**src/rtl/packet_buffer_start_time_scheduler_core_defines.svh**
```systemverilog
// Assertion macros shared by the packet buffer scheduler RTL.
`ifndef PACKET_BUFFER_START_TIME_SCHEDULER_CORE_DEFINES_SVH
`define PACKET_BUFFER_START_TIME_SCHEDULER_CORE_DEFINES_SVH

// Same-cycle implication, held off during reset.
`define PBST_ASSERT_NOW(label, clk, rstn, ante, cons, msg) \
    label: assert property (@(posedge clk) disable iff (!(rstn)) (ante) |-> (cons)) \
        else $error(msg);

// Next-cycle implication, held off during reset.
`define PBST_ASSERT_NEXT(label, clk, rstn, ante, cons, msg) \
    label: assert property (@(posedge clk) disable iff (!(rstn)) (ante) |=> (cons)) \
        else $error(msg);

`endif

```
**src/rtl/pbst_pkg.sv**
```systemverilog
// Types and constants shared by the packet buffer scheduler modules.
package pbst_pkg;

    localparam int DEPTH_DEF     = 1024;
    localparam int TIME_BITS_DEF = 32;

    localparam int CFG_W     = 11;
    localparam int ARR_W     = 32;
    localparam int PT_W      = 16;
    localparam int START_W   = 32;
    localparam int S_DATA_W  = 48;
    localparam int M_DATA_W  = 32;

    localparam logic [CFG_W-1:0] CFG_RESET = 11'd1024;

    typedef enum logic [1:0] {
        ST_IDLE,
        ST_SCAN,
        ST_START,
        ST_FINISH
    } state_t;

    typedef enum logic {
        ALU_LE,
        ALU_ADD_SAT
    } alu_op_t;

    typedef struct packed {
        logic s_ready;
        logic pop;
        logic drop;
        logic load_start;
        logic push;
    } ctrl_t;

endpackage

```
**src/rtl/pbst_alu.sv**
```systemverilog
// Shared add/subtract unit: a <= b compare, or saturating a + b.
module pbst_alu
    import pbst_pkg::*;
#(
    parameter int TIME_BITS = TIME_BITS_DEF
) (
    input  alu_op_t                        op,
    input  logic [TIME_BITS-1:0]           a,
    input  logic [((TIME_BITS > PT_W) ? TIME_BITS : PT_W)-1:0] b,
    output logic                           le,
    output logic [TIME_BITS-1:0]           res
);

    localparam int BW = (TIME_BITS > PT_W) ? TIME_BITS : PT_W;
    localparam int SW = BW + 1;

    logic [SW-1:0] a_ext;
    logic [SW-1:0] b_ext;
    logic [SW-1:0] r;
    logic          sat;

    assign a_ext = SW'(a);
    assign b_ext = SW'(b);

    // compare runs as b - a; the top bit is the borrow
    assign r   = (op == ALU_LE) ? (b_ext - a_ext) : (a_ext + b_ext);
    assign le  = ~r[SW-1];
    assign sat = |r[SW-1:TIME_BITS];
    assign res = sat ? {TIME_BITS{1'b1}} : r[TIME_BITS-1:0];

endmodule
```
**config.mk**
```make
export PLATFORM = sky130hd
export DESIGN_NAME = pbst_alu
export DESIGN_NICKNAME = d
export VERILOG_FILES = /design/src/rtl/packet_buffer_start_time_scheduler_core_defines.svh /design/src/rtl/pbst_pkg.sv /design/src/rtl/pbst_alu.sv
export SDC_FILE = /design/constraint.sdc
export NUM_CORES = 1
export LEC_CHECK = 0
export BUFFER_PORTS_ARGS = -buffer_cell sky130_fd_sc_hd__buf_2
export CORE_ASPECT_RATIO = 1.25
export CORE_MARGIN = 4
export CORE_UTILIZATION = 30
export DETAILED_ROUTE_END_ITERATION = 16
export SYNTH_ARGS = -nofsm -noshare
export SYNTH_HDL_FRONTEND = slang
export SYNTH_SLANG_ARGS = --single-unit
```
**constraint.sdc**
```tcl
create_clock -name vclk -period 4.8
set_input_delay 0.24 -clock vclk [all_inputs]
set_output_delay 0.24 -clock vclk [all_outputs]
set_load 0.02 [all_outputs]
```
After elaboration in Yosys (flattened, before gate mapping)
Cells that the tools add are included.

Latch bits: 0. RAM bits: 0. Register bits: 0. Memories: 0. Memory bits (read-only): 0. Output and inout bits: 33.

Equality and inequality tests: 0. Div/mod/pow operators: 0. Bitwise operators: 1. Mux-type cells: 2. Shift operators: 0. Reduce and logical (&&, ||, !) cells: 0. Multiply operators: 0. Magnitude comparators: 0. Add/sub/neg operators: 2.

Operators with widths (number): 32-bit by 32-bit adder with 33-bit output (1); 33-bit 2-to-1 mux (1); 32-bit by 32-bit subtractor with 33-bit output (1); 32-bit 2-to-1 mux (1); 1-bit inverter (1).

Longest topological paths before layout
Gate-level depths: netlist of run 1.

Depth in word-level cells: 3. Mapped depth: 18. Mapped depth without buffers: 16.

Worst setup path before layout of run 1
Ideal clock, no wire load.

Path type: input port to output port. From: in a[10]. To: out res[23]. Data required time: 4.560 ns. Stages: 15. Buffers on the path: 1. Arrival time: 4.013 ns. Path slack: 0.547 ns. Cells stage by stage: or4_1 > or4_1 > nor3_1 > a21oi_1 > xor2_1 > ha_1 > a21oi_1 > o21ai_0 > a2111oi_0 > nor4_1 > nor2_1 > nor4bb_1 > nor4_4 > buf_4 > o21ai_1.

Word-level cells in the longest chain between the ends: 3. Elaborated cells on any way between the ends: 4.

Ends and longest elaborated chain: start, declared (RTL line pbst_alu.sv:8) `input logic [TIME_BITS-1:0] a,`; 32-bit by 32-bit subtractor with 33-bit output or 32-bit by 32-bit adder with 33-bit output (tied branches) (RTL line pbst_alu.sv:26) `assign r = (op == ALU_LE) ? (b_ext - a_ext) : (a_ext + b_ext);`; 33-bit 2-to-1 mux (*) (RTL line pbst_alu.sv:26); 32-bit 2-to-1 mux (*) (RTL line pbst_alu.sv:29) `assign res = sat ? {TIME_BITS{1'b1}} : r[TIME_BITS-1:0];`; end, declared (RTL line pbst_alu.sv:11) `output logic [TIME_BITS-1:0] res`.

Mark *: on every way between the ends. The rest lies on a longest branch, timed or not.

Final worst setup path of run 1
From: in a[10]. To: out res[29].

The elaborated chain is that of the path after synthesis.

==> results.py, run 1 <==
metrics = {
    "synthesis": {
        "netlist_area_sq_mm": 0.00253,
        "yosys_warnings": 0,
        "synth_fp_nets": 489,
        "ys_types": 48,
        "seq_area_frac_synth_pct": 0,
        "syn_inst": 390,
        "syn_area_per_cell_sq_um": 6.49,
    },
    "placed_design": {
        "gp_congestion": 0.872,
        "dp.cells": 586,
        "numPortBuffers": 98,
        "dpl.hpwl_mm": 7.12,
    },
    "clock_network": {
        "ctsHoldBuffers": 0,
    },
    "floorplan": {
        "die_area_sq_mm": 0.00998,
        "start_util_pct": 30.7,
        "fp.coreArea_sq_mm": 0.00824,
        "io_pins": 98,
        "num_rows": 37,
        "die_h_um": 111,
        "die_w_um": 90.1,
    },
    "sta": {
        "setup_violations": 0,
        "relSlewSlack_pct": 72.2,
        "min_period_ns": 4.61,
        "hold_viol": 0,
        "max_freq_mhz": 217,
        "worst_pin_slew_ns": 0.411,
        "finalMaxSlewViolations": 0,
        "rsz0062_at_grt": "no",
        "fin_crit_sh_pct": 96.0,
        "setup_tns_ns": 0,
    },
    "route": {
        "first_pass_iters": 4,
        "route.met2.wl_mm": 4.38,
        "wl_per_cell_um": 14.1,
        "drc_errors": 0,
        "first_iter_violations": 171,
        "postRouteAntennaNets": 0,
        "wl_met1_mm": 3.58,
        "via_per_inst": 5.29,
        "top_layer": "met3",
        "vias": 3114,
        "wl_met3_um": 361,
        "drt-total-wl_mm": 8.32,
    },
    "worst_hold_path": {
        "holdPathEnd": "res[0]",
        "min_from": "b[0]",
        "hold_class": "in2out",
        "hold_depth": 4,
    },
    "layout": {
        "multi_input_area_sq_mm": 0.00247,
        "seq_cell_count": 0,
        "drive_above_1_share_pct": 25.8,
        "area_delta_synth_final_pct": 28.1,
        "regArea_sq_um": 0,
        "num-nets-final": 593,
        "antenna_cells": 0,
        "nClkBuffers": 0,
        "n_fill_cell": 908,
        "final_cells": 589,
        "final_common_cell": "buf_2",
        "final_cell_mix": "98 x buf_2, 47 x a21oi_1, 45 x nand2_1, 40 x nor2_1, 37 x xor2_1",
    },
    "grt": {
        "grt_pass1_wl_mm": 13.9,
        "grt-ovfl-total": 0,
        "antenna_found_initial": 0,
        "grt_start_max_net_pins": 19,
        "grt_pass1_vias": 2990,
        "grt.total_usage_pct": 15.9,
    },
    "critical_path": {
        "startpoint": "a[10]",
        "end_kind": "output port",
        "critPathLaunchType": "primary input",
        "path_max_fanout": 5,
        "path_class": "in2out",
        "cp.arrival_ns": 4.37,
        "required_ns": 4.56,
    },
    "power_and_ir_drop": {
        "ir_drop_mv": 0.0954,
        "powerDensity_mw_per_mm2": 210,
        "leakagePower_uw": 0.00151,
    },
    "run": {
        "maxCapViolations": 0,
    },
    "status": {
        "status": "complete, no violations",
    },
}
==> cell type report <==
class,count,share of cell area [%]
repair buffers,114,19.0
multi-input cells,368,76.1
well taps,97,3.74
inverters,10,1.16
==> worst max-delay path, stage by stage <==
cell     delay, ns
buf_2         0.13
or4_4         0.55
or4_1         0.45
nor3_1        0.19
buf_4         0.16
and2_2        0.20
a21oi_1       0.09
xor2_1        0.16
ha_1          0.37
a21o_1        0.18
a21o_1        0.17
a21oi_1       0.16
o21ai_0       0.14
o21ai_1       0.16
a21oi_1       0.11
nor4_4        0.34
buf_4         0.18
a21bo_2       0.23
buf_2         0.16
==> per-stage QoR <==
| step | area [sq um] | hold slack, ns | total power, uW | setup slack (ns) | utilization, % |
|---|---|---|---|---|---|
| 2_1_floorplan | 2530 | 0.771 | 468 | 0.547 | - |
| 4_1_cts | 3180 | 0.894 | 672 | 0.0606 | 38.6 |
| 5_1_grt | 3240 | 0.921 | 754 | 0.0124 | 39.3 |
| 3_5_place_dp | 3180 | 0.894 | 668 | 0.00521 | 38.6 |
| 3_3_place_gp | 3180 | 0.890 | 664 | 0.161 | 38.6 |
| 6_report | 3240 | 0.889 | 680 | 0.194 | 39.3 |
==> cell usage after synthesis (2+ instances only) <==
| master | number | area, sq um |
|---|---|---|
| a211o_1 | 3 | 26.3 |
| a211oi_1 | 7 | 52.6 |
| a21o_1 | 11 | 82.6 |
| a21oi_1 | 47 | 235 |
| a31oi_1 | 6 | 37.5 |
| a41oi_1 | 2 | 17.5 |
| and2_1 | 4 | 25.0 |
| and3_1 | 4 | 25.0 |
| buf_4 | 3 | 22.5 |
| clkbuf_1 | 9 | 33.8 |
| ha_1 | 33 | 413 |
| inv_1 | 10 | 37.5 |
| nand2_1 | 45 | 169 |
| nand2b_1 | 6 | 37.5 |
| nand3_1 | 8 | 40.0 |
| nand4_1 | 4 | 25.0 |
| nor2_1 | 40 | 150 |
| nor2b_1 | 6 | 37.5 |
| nor3_1 | 20 | 100 |
| nor3b_1 | 2 | 15.0 |
| nor4_1 | 6 | 37.5 |
| o21a_1 | 3 | 22.5 |
| o21ai_0 | 20 | 100 |
| o21ai_1 | 4 | 20.0 |
| o21bai_1 | 3 | 22.5 |
| o31a_1 | 4 | 35.0 |
| o31ai_1 | 2 | 15.0 |
| or3_1 | 5 | 31.3 |
| or4_1 | 3 | 22.5 |
| xnor2_1 | 16 | 140 |
| xor2_1 | 37 | 324 |
==> how the worst max path moves through the flow <==
| stage | depth (start not counted) | endpoint | slack [ns] |
|---|---|---|---|
| 2_1_floorplan | 15 | res[23] | 0.55 |
| 3_3_place_gp | 18 | res[23] | 0.16 |
| 3_5_place_dp | 18 | res[23] | 0.005 |
| 4_1_cts | 18 | res[23] | 0.06 |
| 5_1_grt | 19 | res[29] | 0.01 |
| 6_report | 19 | res[29] | 0.19 |
==> report_power, final <==
| part | switching (uW) | leakage, uW | internal (uW) |
|---|---|---|---|
| clock | 0 | 0 | 0 |
| sequential | 0 | 0 | 0 |
| combinational | 405 | 0.00151 | 274 |
==> cell families after synthesis <==
group                      share of synthesized area (%)
buffers and inverters                               3.71
adders and majority gates                           17.1
muxes                                              0.445
xor gates and xnor gates                            18.3
and+or+nand+nor                                     31.9
AOI/OAI and AO/OA                                   28.5
==> layer usage <==
metal	GRT usage, %	vias up
li1	-	1627
met1	20.0	1420
met2	31.2	67
met3	1.09	0
met4	0	0
met5	0	-
==> what timing repair did <==
action,4_1_cts,5_1_grt
gates resized for setup,1,11
hold endpoints to repair,0,0
setup buffers,0,3
setup endpoints to repair,2,32
pin swaps,0,3
(Power assumes the default switching activity.)
==> run 2, diff against run 1 <==
==> constraint.sdc (replaced) <==
create_clock -name vclk -period 4.8
set_input_delay 0.72 -clock vclk [all_inputs]
set_output_delay 0.72 -clock vclk [all_outputs]
set_load 0.02 [all_outputs]
==> run 2 against run 1 <==
Compared with the run above: cell area up 45%; largest cell class unchanged; global-route usage grew 2.5 points; the run now ends with setup timing left; critical path type unchanged; worst hold slack improved by 0.95 ns; combinational power rose by 54%; power increased by 55%.
==> results.py, run 2 (same netlist as run 1, synthesis figures left out) <==
metrics = {
    "sta": {
        "finalMaxSlewViolations": 0,
        "whs_ns": 1.84,
        "setup_violations": 33,
        "hold_viol": 0,
        "min_period_ns": 5.22,
        "fin_ws_ns": -0.419,
        "worst_pin_slew_ns": 0.442,
        "rsz0062_at_grt": "yes",
        "relSlewSlack_pct": 70.2,
        "fin_crit_sh_pct": 109,
        "max_freq_mhz": 192,
    },
    "layout": {
        "nClkBuffers": 0,
        "drive_above_1_share_pct": 47.8,
        "num-nets-final": 706,
        "n_fill_cell": 783,
        "area_delta_synth_final_pct": 85.7,
        "seq_cell_count": 0,
        "regArea_sq_um": 0,
        "fin_area_sq_mm": 0.00470,
        "final_common_cell": "buf_4",
        "final_cell_mix": "123 x buf_4, 67 x buf_2, 39 x a21oi_1, 39 x nor2_1, 37 x xor2_1",
        "antenna_cells": 0,
    },
    "worst_hold_path": {
        "min_from": "b[0]",
        "holdPathEnd": "res[0]",
        "hold_depth": 4,
        "hold_class": "in2out",
    },
    "floorplan": {
        "start_util_pct": 30.7,
        "die_area_sq_mm": 0.00998,
        "io_pins": 98,
        "fp.coreArea_sq_mm": 0.00824,
        "die_w_um": 90.1,
        "num_rows": 37,
        "die_h_um": 111,
    },
    "power_and_ir_drop": {
        "p_sw_uw": 531,
        "seqPwrFrac_pct": 0,
        "pwr-share-comb_pct": 100.0,
        "powerDensity_mw_per_mm2": 224,
        "ir_drop_mv": 0.145,
        "leakagePower_uw": 0.00231,
        "power.share.switching_pct": 50.4,
        "p_int_uw": 522,
        "clock_power_share_pct": 0,
    },
    "critical_path": {
        "cpPeakStageDelay_ns": 0.53,
        "path_class": "in2out",
        "crit_top_cell": "buf_6",
        "path_cells": "buf_6, or4_4, or4_4, and4bb_1, and2_4, a21oi_2, xor2_1, ha_1, nand4_1, buf_4, nor4_4, nor2_1, nor4bb_4, nor4_4, buf_6, buf_6, o21ai_4, buf_4",
        "path_delay_family": "simple AND/OR/NAND/NOR gates",
        "critPathLaunchType": "primary input",
        "slowest_stage": "or4_4",
        "critPathBufInv": 5,
        "required_ns": 4.08,
        "end_kind": "output port",
        "cp.arrival_ns": 4.50,
        "path_max_fanout": 6,
    },
    "grt": {
        "grt_start_max_net_pins": 24,
        "grt_pass1_vias": 3625,
        "grt_pass1_wl_mm": 16.0,
        "antenna_found_initial": 0,
        "grt-ovfl-total": 0,
        "grt.total_usage_pct": 18.4,
    },
    "route": {
        "first_iter_violations": 110,
        "vias": 3594,
        "drt-total-wl_mm": 9.89,
        "postRouteAntennaNets": 0,
        "drc_errors": 0,
        "wl_per_cell_um": 14.1,
        "first_pass_iters": 4,
        "via_per_inst": 5.12,
    },
    "placed_design": {
        "placed_area_sq_mm": 0.00409,
        "dpl.hpwl_mm": 8.12,
        "numPortBuffers": 98,
        "gp_congestion": 0.853,
    },
    "status": {
        "violations": "setup timing",
        "status": "finished, violations left",
    },
    "run": {
        "maxCapViolations": 0,
    },
}
-- run 2: metal layers --
layer / wire [um] / up-vias / global-route usage [%]
met2: 5480 / 77 / 37.8
li1: - / 1854 / -
met5: 0 / - / 0
met3: 336 / 13 / 1.15
met1: 3900 / 1650 / 20.3
met4: 174 / 0 / 3.27
-- run 2: final cells by class --
| class | instances | area, sq um | area share, % |
|---|---|---|---|
| inverter | 10 | 37.5 | 0.799 |
| tap | 97 | 121 | 2.58 |
| multi-input combinational | 368 | 2810 | 59.9 |
| timing repair buffer | 227 | 1730 | 36.8 |
-- run 2: timing repair --
| item | 4_1_cts | 5_1_grt |
|---|---|---|
| endpoints found under the hold margin | 0 | 0 |
| gates cloned | 1 | 1 |
| resized for setup | 90 | 35 |
| hold buffers | 0 | 0 |
| pin swaps | 8 | 13 |
| setup endpoints to repair | 33 | 33 |
| buffers inserted | 8 | 3 |
-- run 2: how the worst max path moves through the flow --
stage,start,to,cells after the start
after floorplan,a[10],res[3],17
after global placement,a[4],res[23],19
after detailed placement,a[10],res[17],17
after CTS,a[10],res[17],18
after global routing,a[11],res[17],19
final,a[10],res[25],18
-- run 2: stage by stage --
| stage | setup TNS [ns] | utilization (%) | total power (uW) | cells | setup WS (ns) |
|---|---|---|---|---|---|
| detailed placement | -16.13 | 49.6 | 829 | 689 | -0.546 |
| floorplan | -2.39 | - | 515 | 390 | -0.0985 |
| CTS | -10.56 | 54.6 | 986 | 698 | -0.360 |
| finish | -12.95 | 57.0 | 1050 | 702 | -0.419 |
| global placement | -16.06 | 49.6 | 821 | 689 | -0.526 |
| global route | -17.22 | 57.0 | 1140 | 702 | -0.554 |
-- run 2: power groups by stage --
stage          logic, uW  registers (uW)  clock network, uW
4_1_cts              986               0                  0
5_1_grt             1140               0                  0
3_3_place_gp         821               0                  0
2_1_floorplan        515               0                  0
3_5_place_dp         829               0                  0
6_report            1050               0                  0
-- run 2: tightest hold or removal path: stages --
cell      delay, ns
buf_2          0.08
ha_1           0.11
nand2b_4       0.11
buf_6          0.10
